## src/sv/ptd_pkg.sv

```systemverilog
// Package for the periodic task dispatcher: slot count, field widths and codes.
// No dependencies; imported by the channel interfaces and every module.
package ptd_pkg;

    localparam int TASK_SLOTS = 8;
    localparam int SLOT_W     = (TASK_SLOTS > 1) ? $clog2(TASK_SLOTS) : 1;
    localparam int MAX_OUT    = 8;
    localparam int CNT_W      = $clog2(MAX_OUT);

    typedef logic [SLOT_W-1:0] slot_idx_t;
    typedef logic [1:0]        cmd_t;
    typedef logic [1:0]        mode_t;
    typedef logic [1:0]        status_t;
    typedef logic [31:0]       time_t;
    typedef logic [3:0]        sel_t;
    typedef logic [2:0]        slot_num_t;

    localparam slot_idx_t LAST_IDX = slot_idx_t'(TASK_SLOTS - 1);

    localparam cmd_t CMD_ADD      = 2'd0;
    localparam cmd_t CMD_REMOVE   = 2'd1;
    localparam cmd_t CMD_TICK     = 2'd2;
    localparam cmd_t CMD_DISPATCH = 2'd3;

    localparam mode_t MODE_PERIODIC   = 2'd0;
    localparam mode_t MODE_ONE_SHOT   = 2'd1;
    localparam mode_t MODE_BACKGROUND = 2'd2;

    localparam status_t ST_OK       = 2'd0;
    localparam status_t ST_FULL     = 2'd1;
    localparam status_t ST_BAD_SLOT = 2'd2;
    localparam status_t ST_NONE     = 2'd3;

endpackage

```

## src/sv/ptd_req_if.sv

```systemverilog
// Request channel of the periodic task dispatcher: valid, ready and payload.
// Depends on ptd_pkg for the field types.
interface ptd_req_if
    import ptd_pkg::*;
();
    logic  valid;
    logic  ready;
    cmd_t  cmd;
    time_t now;
    mode_t run_mode;
    time_t task_period;
    sel_t  slot_select;

    modport source (output valid, cmd, now, run_mode, task_period, slot_select,
                    input ready);
    modport sink   (input valid, cmd, now, run_mode, task_period, slot_select,
                    output ready);
endinterface

```

## src/sv/ptd_rsp_if.sv

```systemverilog
// Result channel of the periodic task dispatcher: valid, ready and payload.
// Depends on ptd_pkg for the field types.
interface ptd_rsp_if
    import ptd_pkg::*;
();
    logic      valid;
    logic      ready;
    status_t   status;
    slot_num_t slot;
    logic      last;

    modport source (output valid, status, slot, last, input ready);
    modport sink   (input valid, status, slot, last, output ready);
endinterface

```

## src/sv/periodic_task_dispatcher_top.sv

```systemverilog
// Top level of the periodic task dispatcher: slot flags in flip-flops, period and
// last-run times in two synchronous memories. Depends on ptd_pkg, ptd_req_if, ptd_rsp_if.
//
// A request on the request channel carries one command: add, remove, tick or
// dispatch. Each request gives one or more results on the result channel; the
// final result of a request has last set. Requests are handled one at a time:
// request.ready is high only while the block is idle, and it stays low from an
// accepted request until its final result has entered the output register.
// Add and remove register their result, which S_EMIT then moves into the output
// register. Tick reads the period and last-run memories one slot a cycle.
// Dispatch visits one slot a cycle and emits at most one result a cycle while
// the output register is free; at a ready slot it waits while that register is
// full. An empty dispatch gives a single result of status none through S_EMIT.
// A new request can be accepted while the last result still waits in the
// output register.
// When the receiver holds result.ready low, the output register holds its
// result and the dispatch scan waits, so no result is lost or repeated.
// Reset clears every slot: all slots are free, disabled and not ready. The
// memories need no clearing pass, as add rewrites a slot's whole entry.
module periodic_task_dispatcher_top
    import ptd_pkg::*;
(
    input  logic     clk,
    input  logic     rst_n,
    ptd_req_if.sink  request,
    ptd_rsp_if.source result
);

    typedef enum logic [1:0] {S_IDLE, S_TICK, S_DISP, S_EMIT} state_t;

    state_t                  state_reg, state_next;
    time_t                   now_reg, now_next;
    slot_idx_t               scan_reg, scan_next;
    logic                    issued_reg, issued_next;
    logic                    tv_reg, tv_next;
    slot_idx_t               tidx_reg, tidx_next;
    logic [CNT_W-1:0]        cnt_reg, cnt_next;
    status_t                 res_status_reg, res_status_next;
    slot_num_t               res_slot_reg, res_slot_next;
    logic                    out_valid_reg, out_valid_next;
    status_t                 out_status_reg, out_status_next;
    slot_num_t               out_slot_reg, out_slot_next;
    logic                    out_last_reg, out_last_next;

    logic [TASK_SLOTS-1:0]   used_reg, used_next;
    logic [TASK_SLOTS-1:0]   enabled_reg, enabled_next;
    logic [TASK_SLOTS-1:0]   ready_reg, ready_next;
    mode_t [TASK_SLOTS-1:0]  mode_reg, mode_next;

    time_t                   period_mem [TASK_SLOTS];
    time_t                   last_mem [TASK_SLOTS];
    time_t                   period_rd_reg;
    time_t                   last_rd_reg;

    logic                    p_we;
    slot_idx_t               p_addr;
    time_t                   p_data;
    logic                    l_we;
    slot_idx_t               l_addr;
    time_t                   l_data;
    logic                    rd_en;
    slot_idx_t               rd_addr;

    logic                    out_free;
    logic [TASK_SLOTS-1:0]   qual_mask;
    logic                    more_above;
    logic                    free_found;
    slot_idx_t               free_idx;
    time_t                   tick_diff;
    logic                    sel_ok;
    logic                    emit_last;

    assign out_free = !out_valid_reg || result.ready;

    always_comb
    begin
        for (int i = 0; i < TASK_SLOTS; i++)
        begin
            qual_mask[i] = enabled_reg[i] &&
                           (ready_reg[i] || mode_reg[i] == MODE_BACKGROUND);
        end
    end

    always_comb
    begin
        free_found = 1'b0;
        free_idx   = '0;
        for (int i = TASK_SLOTS - 1; i >= 0; i--)
        begin
            if (!used_reg[i])
            begin
                free_found = 1'b1;
                free_idx   = slot_idx_t'(i);
            end
        end
    end

    assign more_above = ((qual_mask >> scan_reg) >> 1) != '0;
    assign tick_diff  = now_reg - last_rd_reg;
    assign sel_ok     = 32'(request.slot_select) < 32'(TASK_SLOTS);
    assign emit_last  = (cnt_reg == CNT_W'(MAX_OUT - 1)) || !more_above;

    always_comb
    begin
        state_next      = state_reg;
        now_next        = now_reg;
        scan_next       = scan_reg;
        issued_next     = issued_reg;
        tv_next         = 1'b0;
        tidx_next       = tidx_reg;
        cnt_next        = cnt_reg;
        res_status_next = res_status_reg;
        res_slot_next   = res_slot_reg;
        out_valid_next  = out_valid_reg;
        out_status_next = out_status_reg;
        out_slot_next   = out_slot_reg;
        out_last_next   = out_last_reg;
        used_next       = used_reg;
        enabled_next    = enabled_reg;
        ready_next      = ready_reg;
        mode_next       = mode_reg;
        p_we            = 1'b0;
        p_addr          = free_idx;
        p_data          = request.task_period;
        l_we            = 1'b0;
        l_addr          = free_idx;
        l_data          = '0;
        rd_en           = 1'b0;
        rd_addr         = scan_reg;

        if (out_valid_reg && result.ready)
        begin
            out_valid_next = 1'b0;
        end

        case (state_reg)
            S_IDLE:
            begin
                if (request.valid)
                begin
                    now_next = request.now;
                    case (request.cmd)
                        CMD_ADD:
                        begin
                            if (free_found)
                            begin
                                used_next[free_idx]    = 1'b1;
                                enabled_next[free_idx] = 1'b1;
                                ready_next[free_idx]   = 1'b0;
                                mode_next[free_idx]    = request.run_mode;
                                p_we                   = 1'b1;
                                l_we                   = 1'b1;
                                res_status_next        = ST_OK;
                                res_slot_next          = slot_num_t'(free_idx);
                            end
                            else
                            begin
                                res_status_next = ST_FULL;
                                res_slot_next   = '0;
                            end
                            state_next = S_EMIT;
                        end
                        CMD_REMOVE:
                        begin
                            if (sel_ok)
                            begin
                                used_next[slot_idx_t'(request.slot_select)]    = 1'b0;
                                enabled_next[slot_idx_t'(request.slot_select)] = 1'b0;
                                ready_next[slot_idx_t'(request.slot_select)]   = 1'b0;
                                mode_next[slot_idx_t'(request.slot_select)]    =
                                    MODE_PERIODIC;
                                res_status_next = ST_OK;
                                res_slot_next   = request.slot_select[2:0];
                            end
                            else
                            begin
                                res_status_next = ST_BAD_SLOT;
                                res_slot_next   = '0;
                            end
                            state_next = S_EMIT;
                        end
                        CMD_TICK:
                        begin
                            scan_next   = '0;
                            issued_next = 1'b0;
                            state_next  = S_TICK;
                        end
                        default:
                        begin
                            scan_next  = '0;
                            cnt_next   = '0;
                            state_next = S_DISP;
                        end
                    endcase
                end
            end

            S_TICK:
            begin
                if (!issued_reg)
                begin
                    rd_en     = 1'b1;
                    tv_next   = 1'b1;
                    tidx_next = scan_reg;
                    if (scan_reg == LAST_IDX)
                    begin
                        issued_next = 1'b1;
                    end
                    else
                    begin
                        scan_next = scan_reg + slot_idx_t'(1);
                    end
                end
                if (tv_reg)
                begin
                    if (used_reg[tidx_reg] && mode_reg[tidx_reg] != MODE_BACKGROUND &&
                        tick_diff > period_rd_reg)
                    begin
                        ready_next[tidx_reg] = 1'b1;
                    end
                    if (tidx_reg == LAST_IDX)
                    begin
                        res_status_next = ST_OK;
                        res_slot_next   = '0;
                        state_next      = S_EMIT;
                    end
                end
            end

            S_DISP:
            begin
                if (qual_mask[scan_reg])
                begin
                    if (out_free)
                    begin
                        out_valid_next  = 1'b1;
                        out_status_next = ST_OK;
                        out_slot_next   = slot_num_t'(scan_reg);
                        out_last_next   = emit_last;
                        l_we            = 1'b1;
                        l_addr          = scan_reg;
                        l_data          = now_reg;
                        if (mode_reg[scan_reg] != MODE_BACKGROUND)
                        begin
                            ready_next[scan_reg] = 1'b0;
                        end
                        if (mode_reg[scan_reg] == MODE_ONE_SHOT)
                        begin
                            enabled_next[scan_reg] = 1'b0;
                        end
                        cnt_next = cnt_reg + CNT_W'(1);
                        if (emit_last)
                        begin
                            state_next = S_IDLE;
                        end
                        else
                        begin
                            scan_next = scan_reg + slot_idx_t'(1);
                        end
                    end
                end
                else if (scan_reg == LAST_IDX)
                begin
                    res_status_next = ST_NONE;
                    res_slot_next   = '0;
                    state_next      = S_EMIT;
                end
                else
                begin
                    scan_next = scan_reg + slot_idx_t'(1);
                end
            end

            S_EMIT:
            begin
                if (out_free)
                begin
                    out_valid_next  = 1'b1;
                    out_status_next = res_status_reg;
                    out_slot_next   = res_slot_reg;
                    out_last_next   = 1'b1;
                    state_next      = S_IDLE;
                end
            end

            default:
            begin
                state_next = S_IDLE;
            end
        endcase
    end

    always_ff @(posedge clk or negedge rst_n)
    begin
        if (!rst_n)
        begin
            state_reg     <= S_IDLE;
            issued_reg    <= 1'b0;
            tv_reg        <= 1'b0;
            scan_reg      <= '0;
            tidx_reg      <= '0;
            cnt_reg       <= '0;
            out_valid_reg <= 1'b0;
            used_reg      <= '0;
            enabled_reg   <= '0;
            ready_reg     <= '0;
            mode_reg      <= '0;
        end
        else
        begin
            state_reg     <= state_next;
            issued_reg    <= issued_next;
            tv_reg        <= tv_next;
            scan_reg      <= scan_next;
            tidx_reg      <= tidx_next;
            cnt_reg       <= cnt_next;
            out_valid_reg <= out_valid_next;
            used_reg      <= used_next;
            enabled_reg   <= enabled_next;
            ready_reg     <= ready_next;
            mode_reg      <= mode_next;
        end
    end

    always_ff @(posedge clk)
    begin
        now_reg        <= now_next;
        res_status_reg <= res_status_next;
        res_slot_reg   <= res_slot_next;
        out_status_reg <= out_status_next;
        out_slot_reg   <= out_slot_next;
        out_last_reg   <= out_last_next;
    end

    always_ff @(posedge clk)
    begin
        if (p_we)
        begin
            period_mem[p_addr] <= p_data;
        end
        if (l_we)
        begin
            last_mem[l_addr] <= l_data;
        end
        if (rd_en)
        begin
            period_rd_reg <= period_mem[rd_addr];
            last_rd_reg   <= last_mem[rd_addr];
        end
    end

    assign request.ready = (state_reg == S_IDLE);
    assign result.valid  = out_valid_reg;
    assign result.status = out_status_reg;
    assign result.slot   = out_slot_reg;
    assign result.last   = out_last_reg;

endmodule

```

## src/flat_wrapper.sv

```systemverilog
// flat-port wrapper written by rule: the top's interface ports become plain ports
module periodic_task_dispatcher_top_flat import ptd_pkg::*;
  (clk, rst_n, request_valid, request_cmd, request_now, request_run_mode, request_task_period, request_slot_select, request_ready, result_valid, result_status, result_slot, result_last, result_ready);
  ptd_req_if request_i ();
  ptd_rsp_if result_i ();
  input  logic clk;
  input  logic rst_n;
  input wire logic [$bits(request_i.valid)-1:0] request_valid;
  input wire logic [$bits(request_i.cmd)-1:0] request_cmd;
  input wire logic [$bits(request_i.now)-1:0] request_now;
  input wire logic [$bits(request_i.run_mode)-1:0] request_run_mode;
  input wire logic [$bits(request_i.task_period)-1:0] request_task_period;
  input wire logic [$bits(request_i.slot_select)-1:0] request_slot_select;
  output wire logic [$bits(request_i.ready)-1:0] request_ready;
  output wire logic [$bits(result_i.valid)-1:0] result_valid;
  output wire logic [$bits(result_i.status)-1:0] result_status;
  output wire logic [$bits(result_i.slot)-1:0] result_slot;
  output wire logic [$bits(result_i.last)-1:0] result_last;
  input wire logic [$bits(result_i.ready)-1:0] result_ready;
  assign request_i.valid = request_valid;
  assign request_i.cmd = request_cmd;
  assign request_i.now = request_now;
  assign request_i.run_mode = request_run_mode;
  assign request_i.task_period = request_task_period;
  assign request_i.slot_select = request_slot_select;
  assign request_ready = request_i.ready;
  assign result_valid = result_i.valid;
  assign result_status = result_i.status;
  assign result_slot = result_i.slot;
  assign result_last = result_i.last;
  assign result_i.ready = result_ready;
  periodic_task_dispatcher_top u_core (.clk(clk), .rst_n(rst_n), .request(request_i), .result(result_i));
endmodule
```

## config.mk

```make
export PLATFORM = sky130hd
export DESIGN_NAME = periodic_task_dispatcher_top_flat
export DESIGN_NICKNAME = d
export VERILOG_FILES = /design/src/sv/ptd_pkg.sv /design/src/sv/ptd_req_if.sv /design/src/sv/ptd_rsp_if.sv /design/src/sv/periodic_task_dispatcher_top.sv /design/src/flat_wrapper.sv
export SDC_FILE = /design/constraint.sdc
export NUM_CORES = 1
export LEC_CHECK = 0
export ABC_AREA = 1
export BUFFER_PORTS_ARGS = -buffer_cell sky130_fd_sc_hd__buf_2
export CORE_MARGIN = 2
export CORE_UTILIZATION = 45
export DETAILED_ROUTE_END_ITERATION = 8
export HOLD_SLACK_MARGIN = 0.12
export PLACE_DENSITY = 0.6
export SLEW_MARGIN = 20
export SYNTH_ARGS = -nofsm -noshare
export SYNTH_HDL_FRONTEND = slang
export SYNTH_SLANG_ARGS = --single-unit
export TNS_END_PERCENT = 1
```

## constraint.sdc

```tcl
create_clock -name clk -period 12.2 [get_ports clk]
set_clock_uncertainty 0.05 [all_clocks]
set_input_delay 0 -clock clk [delete_from_list [all_inputs] [get_ports clk]]
set_output_delay 0 -clock clk [all_outputs]
set_load 0.005 [all_outputs]
```

**After elaboration in Yosys (flattened, before gate mapping)**

Memory sizes are Yosys's and may differ from the RTL's. A register that Yosys moved wholly into a read port is not among the register bits.
Index checks and enable logic that the tools add are counted.

- Add/sub/neg operators: 3
- Order comparisons: 10
- Equality and inequality tests: 43
- Shift operators: 1
- Multiplexer cells: 140
- Bitwise logic cells: 15
- Reductions and logical operators: 48

Operators with widths:

| operator | count |
|---|---|
| 8-bit two-way mux | 16 |
| 3-bit two-way mux | 32 |
| 32-bit two-way mux | 3 |
| 8-bit case mux with 2 select lines | 4 |
| 8-bit AND | 6 |
| 2-bit two-way mux | 19 |
| 1-bit two-way mux | 37 |
| 32-bit greater-than comparator | 1 |
| 16-bit two-way mux | 2 |
| 16-bit case mux with 2 select lines | 1 |
| 32-bit subtractor | 1 |
| 2-bit by 1-bit inequality test with 1-bit output, second input constant | 12 |
| 8-bit inverter | 3 |
| 8-bit OR | 3 |
| 8-bit case mux with 3 select lines | 1 |
| 2-bit equality test, second input constant | 11 |
| 3-bit case mux with 2 select lines | 3 |
| 3-bit case mux with 3 select lines | 2 |
| 16-bit AND | 1 |
| 16-bit bitwise mux | 1 |
| 3-bit by 4-bit < comparator with 1-bit output, second input constant | 4 |
| 16-bit inverter | 1 |
| 1-bit logical AND | 15 |
| 2-bit inequality test, second input constant | 7 |
| other kinds (34) | 74 |

- Flip-flop bits (word level): 97
- Bits in writable memories: 512
- Bits of input ports: 76
- Output and inout bits: 8
- Memories: 2

Memory list:

| name | depth | width | rd ports | clocked after Yosys merged registers in | write ports | RTL line | text |
|---|---|---|---|---|---|---|---|
| u_core.last_mem | 8 | 32 | 1 | 1 | 1 | periodic_task_dispatcher_top.sv:51 | `time_t last_mem [TASK_SLOTS];` |
| u_core.period_mem | 8 | 32 | 1 | 1 | 1 | periodic_task_dispatcher_top.sv:50 | `time_t period_mem [TASK_SLOTS];` |

**Longest topological paths before layout**

- Depth in word-level cells: 18
- Mapped depth: 28
- Mapped depth without buffers: 28

**Worst setup path after synthesis**

No wires, ideal clock.

- Path type: register to register
- Start: reg u_core.state_reg[1]
- End: reg u_core.last_rd_reg[0] (read register of u_core.last_mem) (enable)
- Arrival time: 3.682 ns
- Data required time: 11.655 ns
- Setup slack: 7.973 ns
- Cell stages (with the launch flop): 6
- Path buffers: 1
- Period minus slack after synthesis: 4.227 ns
- Path through: dfrtp_1 > inv_1 > ha_1 > clkbuf_2 > inv_1 > nor2_1

- Cells in the longest elaborated chain, start to end: 2

RTL lines:

| item | RTL line | text |
|---|---|---|
| start, declared | periodic_task_dispatcher_top.sv:31 | `state_t state_reg, state_next;` |
| start signal, assigned | periodic_task_dispatcher_top.sv:311 | `state_reg <= state_next;` |
| 2-bit by 1-bit equality test with 1-bit output | periodic_task_dispatcher_top.sv:136 | `case (state_reg)` |
| 1-bit two-way mux | periodic_task_dispatcher_top.sv:136 |  |
| via u_core.rd_en | periodic_task_dispatcher_top.sv:61 | `logic rd_en;` |
| end, declared | periodic_task_dispatcher_top.sv:53 | `time_t last_rd_reg;` |

The timed path passes the listed nets, and every way through them passes these cells.
A chain may end at the register's enable or synchronous reset.

**Worst setup path in the final report**

- Start: reg u_core.state_reg[0]
- End: mem u_core.last_mem[1][5] in the netlist's numbering (enable)

- Cells in the longest elaborated chain, start to end: 4
- Elaborated cells between the ends (all ways): 6
- Those cells by class: eq/ne (1); mux (4); reduce/logical (1)

RTL lines:

| item | RTL line | text |
|---|---|---|
| 2-bit equality test or 2-bit logical NOT (tied branches) | periodic_task_dispatcher_top.sv:136 |  |
| 1-bit case mux with 2 select lines | periodic_task_dispatcher_top.sv:136 |  |
| 1-bit two-way mux | periodic_task_dispatcher_top.sv:341 | `if (l_we)` |
| 1-bit two-way mux (not written as such) | periodic_task_dispatcher_top.sv:343 | `last_mem[l_addr] <= l_data;` |
| end, declared | periodic_task_dispatcher_top.sv:51 |  |

Parallel ways exist; a longest one is shown, timed or not.

==> results.sh <==
export IMPL_whs_ns=0.150
export IMPL_finalCritPeriodShare_pct=33.7
export IMPL_period_minus_slack_ns=4.12
export IMPL_die_x_um=258
export IMPL_critPathLaunchType="flip-flop"
export IMPL_synth_flop_cell="edfxtp_1"
export IMPL_fill_cells=5382
export IMPL_rsz0062_at_grt="no"
export IMPL_postCtsHoldBufs=120
export IMPL_crit_type="reg -> reg"
export IMPL_largestRegisters="u_core.last_mem: 256 flops, u_core.period_mem: 256 flops"
export IMPL_synth_top_area_cell="edfxtp_1"
export IMPL_drive_gt1_share_pct=10.2
export IMPL_ys_ff_latch=673
export IMPL_numCtsBuffers=71
export IMPL_wl_um=80200
export IMPL_synth_common_cells="619 x edfxtp_1, 586 x nand2_1, 230 x inv_1"
export IMPL_preCtsSetupSlack_ns=8.08
export IMPL_drv_cap=0
export IMPL_drc=0
export IMPL_synth_top_area_share_pct=64.0
export IMPL_critPathMaxFanout=34
export IMPL_relSlewSlack_pct=25.7
export IMPL_grt_pass1_wl_um=121000
export IMPL_end_kind="flip-flop"
export IMPL_diodes=0
export IMPL_finalSetupViolCount=0
export IMPL_grt_pass1_vias=19600
export IMPL_post_cts_buffers=0
export IMPL_synth_edf_count=619
export IMPL_max_freq_mhz=243
export IMPL_core_area_mm2=0.0641
export IMPL_grtUsageTotal_pct=24.1
export IMPL_clock_sinks=673
export IMPL_syn_area_per_cell_um2=12.0
export IMPL_power_mw=7.76
export IMPL_cts_resized=0
export IMPL_die_area_mm2=0.0666
export IMPL_final_setup_worst_slack_ns=8.08
export IMPL_clk_pin_slew_ns=0.06
export IMPL_die_h_um=258
export IMPL_hold_class="in -> reg"
export IMPL_clockBufferDepth=3
export IMPL_antenna_found_initial=1
export IMPL_ir_drop_uv=111
export IMPL_hold_violations=0
export IMPL_worst_pin_slew_ns=1.11
export IMPL_grt_ovfl_total=0
export IMPL_syn_area_mm2=0.0290
export IMPL_hpwl_um=48000
export IMPL_synth_cell_type_count=49
export IMPL_yosysMostFrequentCell="edfxtp_1"
export IMPL_h_tree_depth=3
export IMPL_synth_seq_area_share_pct=68.7
export IMPL_ant_nets=0
export IMPL_drtIter0Drc=2059
export IMPL_synthArstFlopShare_pct=8.02
export IMPL_clock_root_buffer="clkbuf_16"
export IMPL_slew_viol_final=0
export IMPL_p_leak_nw=12.8
export IMPL_io_pin_count=84
export IMPL_worstPathRequired_ns=12.40
export IMPL_first_pass_iters=6
export IMPL_via_per_inst=5.57
export IMPL_clock_latency_ns=0.62
export IMPL_yosys_warnings=0
export IMPL_num_rows=93
export IMPL_status="finished clean"
export IMPL_multi_input_area_mm2=0.00792
export IMPL_grt_max_degree=72
export IMPL_synth_nets=2575
export IMPL_area_growth_syn_to_layout_pct=17.3
export IMPL_p_per_area_mw_per_mm2=228
export IMPL_layout_nets=2802
export IMPL_gp_congestion=0.948
export IMPL_start_util_pct=45.3
export IMPL_io_buffers=83
export IMPL_cts_tree="built"
export IMPL_synth_area_leaders="edfxtp_1 64%, nand2_1 7.6%, dfrtp_1 4.7%"
export IMPL_arrival_ns=4.31
export IMPL_ff_latch_area_mm2=0.0199
export IMPL_totalNegativeSetupSlack_ns=0
export IMPL_postLayoutCoreUtil_pct=53.2
export IMPL_synth_cells=2426
export IMPL_wl_per_cell_um=22.5
export IMPL_vias=19800
path summary, 6_finish.rpt:
| check | from | to | slack (ns) | cells after the start |
|---|---|---|---|---|
| setup / recovery | u_core.state_reg[0] | u_core.last_mem[1][5] | 8.08 | 10 |
| hold / removal | request_task_period[9] | u_core.period_mem[1][9] | 0.15 | 2 |
| setup reg to reg | u_core.state_reg[0] | u_core.last_mem[1][5] | 8.08 | 10 |
| hold reg to reg | u_core.cnt_reg[2] | u_core.cnt_reg[2] | 0.45 | 2 |
| max in group asynchronous | rst_n | u_core.cnt_reg[1] | 11.00 | 4 |
| min in group asynchronous | rst_n | u_core.mode_reg[3] | 0.56 | 4 |
metrics by stage:
step,cell area (um^2),std cells
2_1_floorplan,29000,2426
3_3_place_gp,30500,3314
3_5_place_dp,30500,3315
4_1_cts,34100,3563
5_1_grt,34100,3563
6_report,34100,3563
area by class of cell:
cell class,instances,area share [%]
sequential,673,58.5
clock buffer,84,5.48
inverter,247,2.74
timing repair buffer,235,5.50
multi-input combinational,1425,23.3
clock inverter,44,1.39
tap,855,3.14
where the power goes:
group | switching [mW] | internal [mW] | total [mW]
clock | 0.895 | 1.27 | 2.17
sequential | 0.169 | 2.90 | 3.07
combinational | 1.73 | 0.795 | 2.52
total | 2.79 | 4.97 | 7.76
metal layers:
layer	up-vias	wire, um	global-route usage (%)
li1	9137	-	-
met1	9732	34300	33.5
met2	843	37900	39.3
met3	126	6000	3.83
met4	2	1950	7.23
met5	-	13	0
layout by cell type, fill, tap and decap left out, drive strengths merged:
cell | netlist | final
a221oi | 56 | 56
clkinvlp | 0 | 4
a21oi | 81 | 81
nand2 | 597 | 597
a22o | 43 | 43
xor2 | 25 | 25
nor2 | 138 | 138
nor4 | 2 | 2
a22oi | 67 | 67
dfrtp | 54 | 54
clkinv | 2 | 30
buf | 48 | 115
fa | 1 | 1
o211ai | 2 | 2
xnor2 | 4 | 4
nand4 | 75 | 75
clkbuf | 33 | 84
or2 | 3 | 3
o21bai | 8 | 8
nor3 | 22 | 22
a21boi | 3 | 3
bufinv | 0 | 8
inv | 245 | 249
dlygate4sd3 | 0 | 120
edfxtp | 619 | 619
o221ai | 2 | 2
a32o | 2 | 2
o21ai | 117 | 117
o21a | 7 | 7
o2111ai | 1 | 1
a31oi | 9 | 9
ha | 72 | 72
nand3 | 68 | 68
a21o | 4 | 4
o22ai | 2 | 2
o32ai | 12 | 12
nand3b | 2 | 2
worst max-delay path: stages (launching register included):
cell,delay [ns]
dfrtp_1,0.42
inv_1,0.11
ha_1,0.36
nand2_1,0.09
inv_1,0.06
buf_4,0.44
nand3_1,0.73
nand2_2,0.28
nand3_1,0.33
nor2_4,0.37
buf_4,0.46
kinds of logic after synthesis:
logic type	after synthesis	synth area share [%]
compound gates	416	9.53
flops	673	68.7
xor+xnor	29	0.875
buf+inv	328	4.57
fa+ha+maj	73	3.17
simple gates	907	13.2
Power figures use the tool's default switching activity.
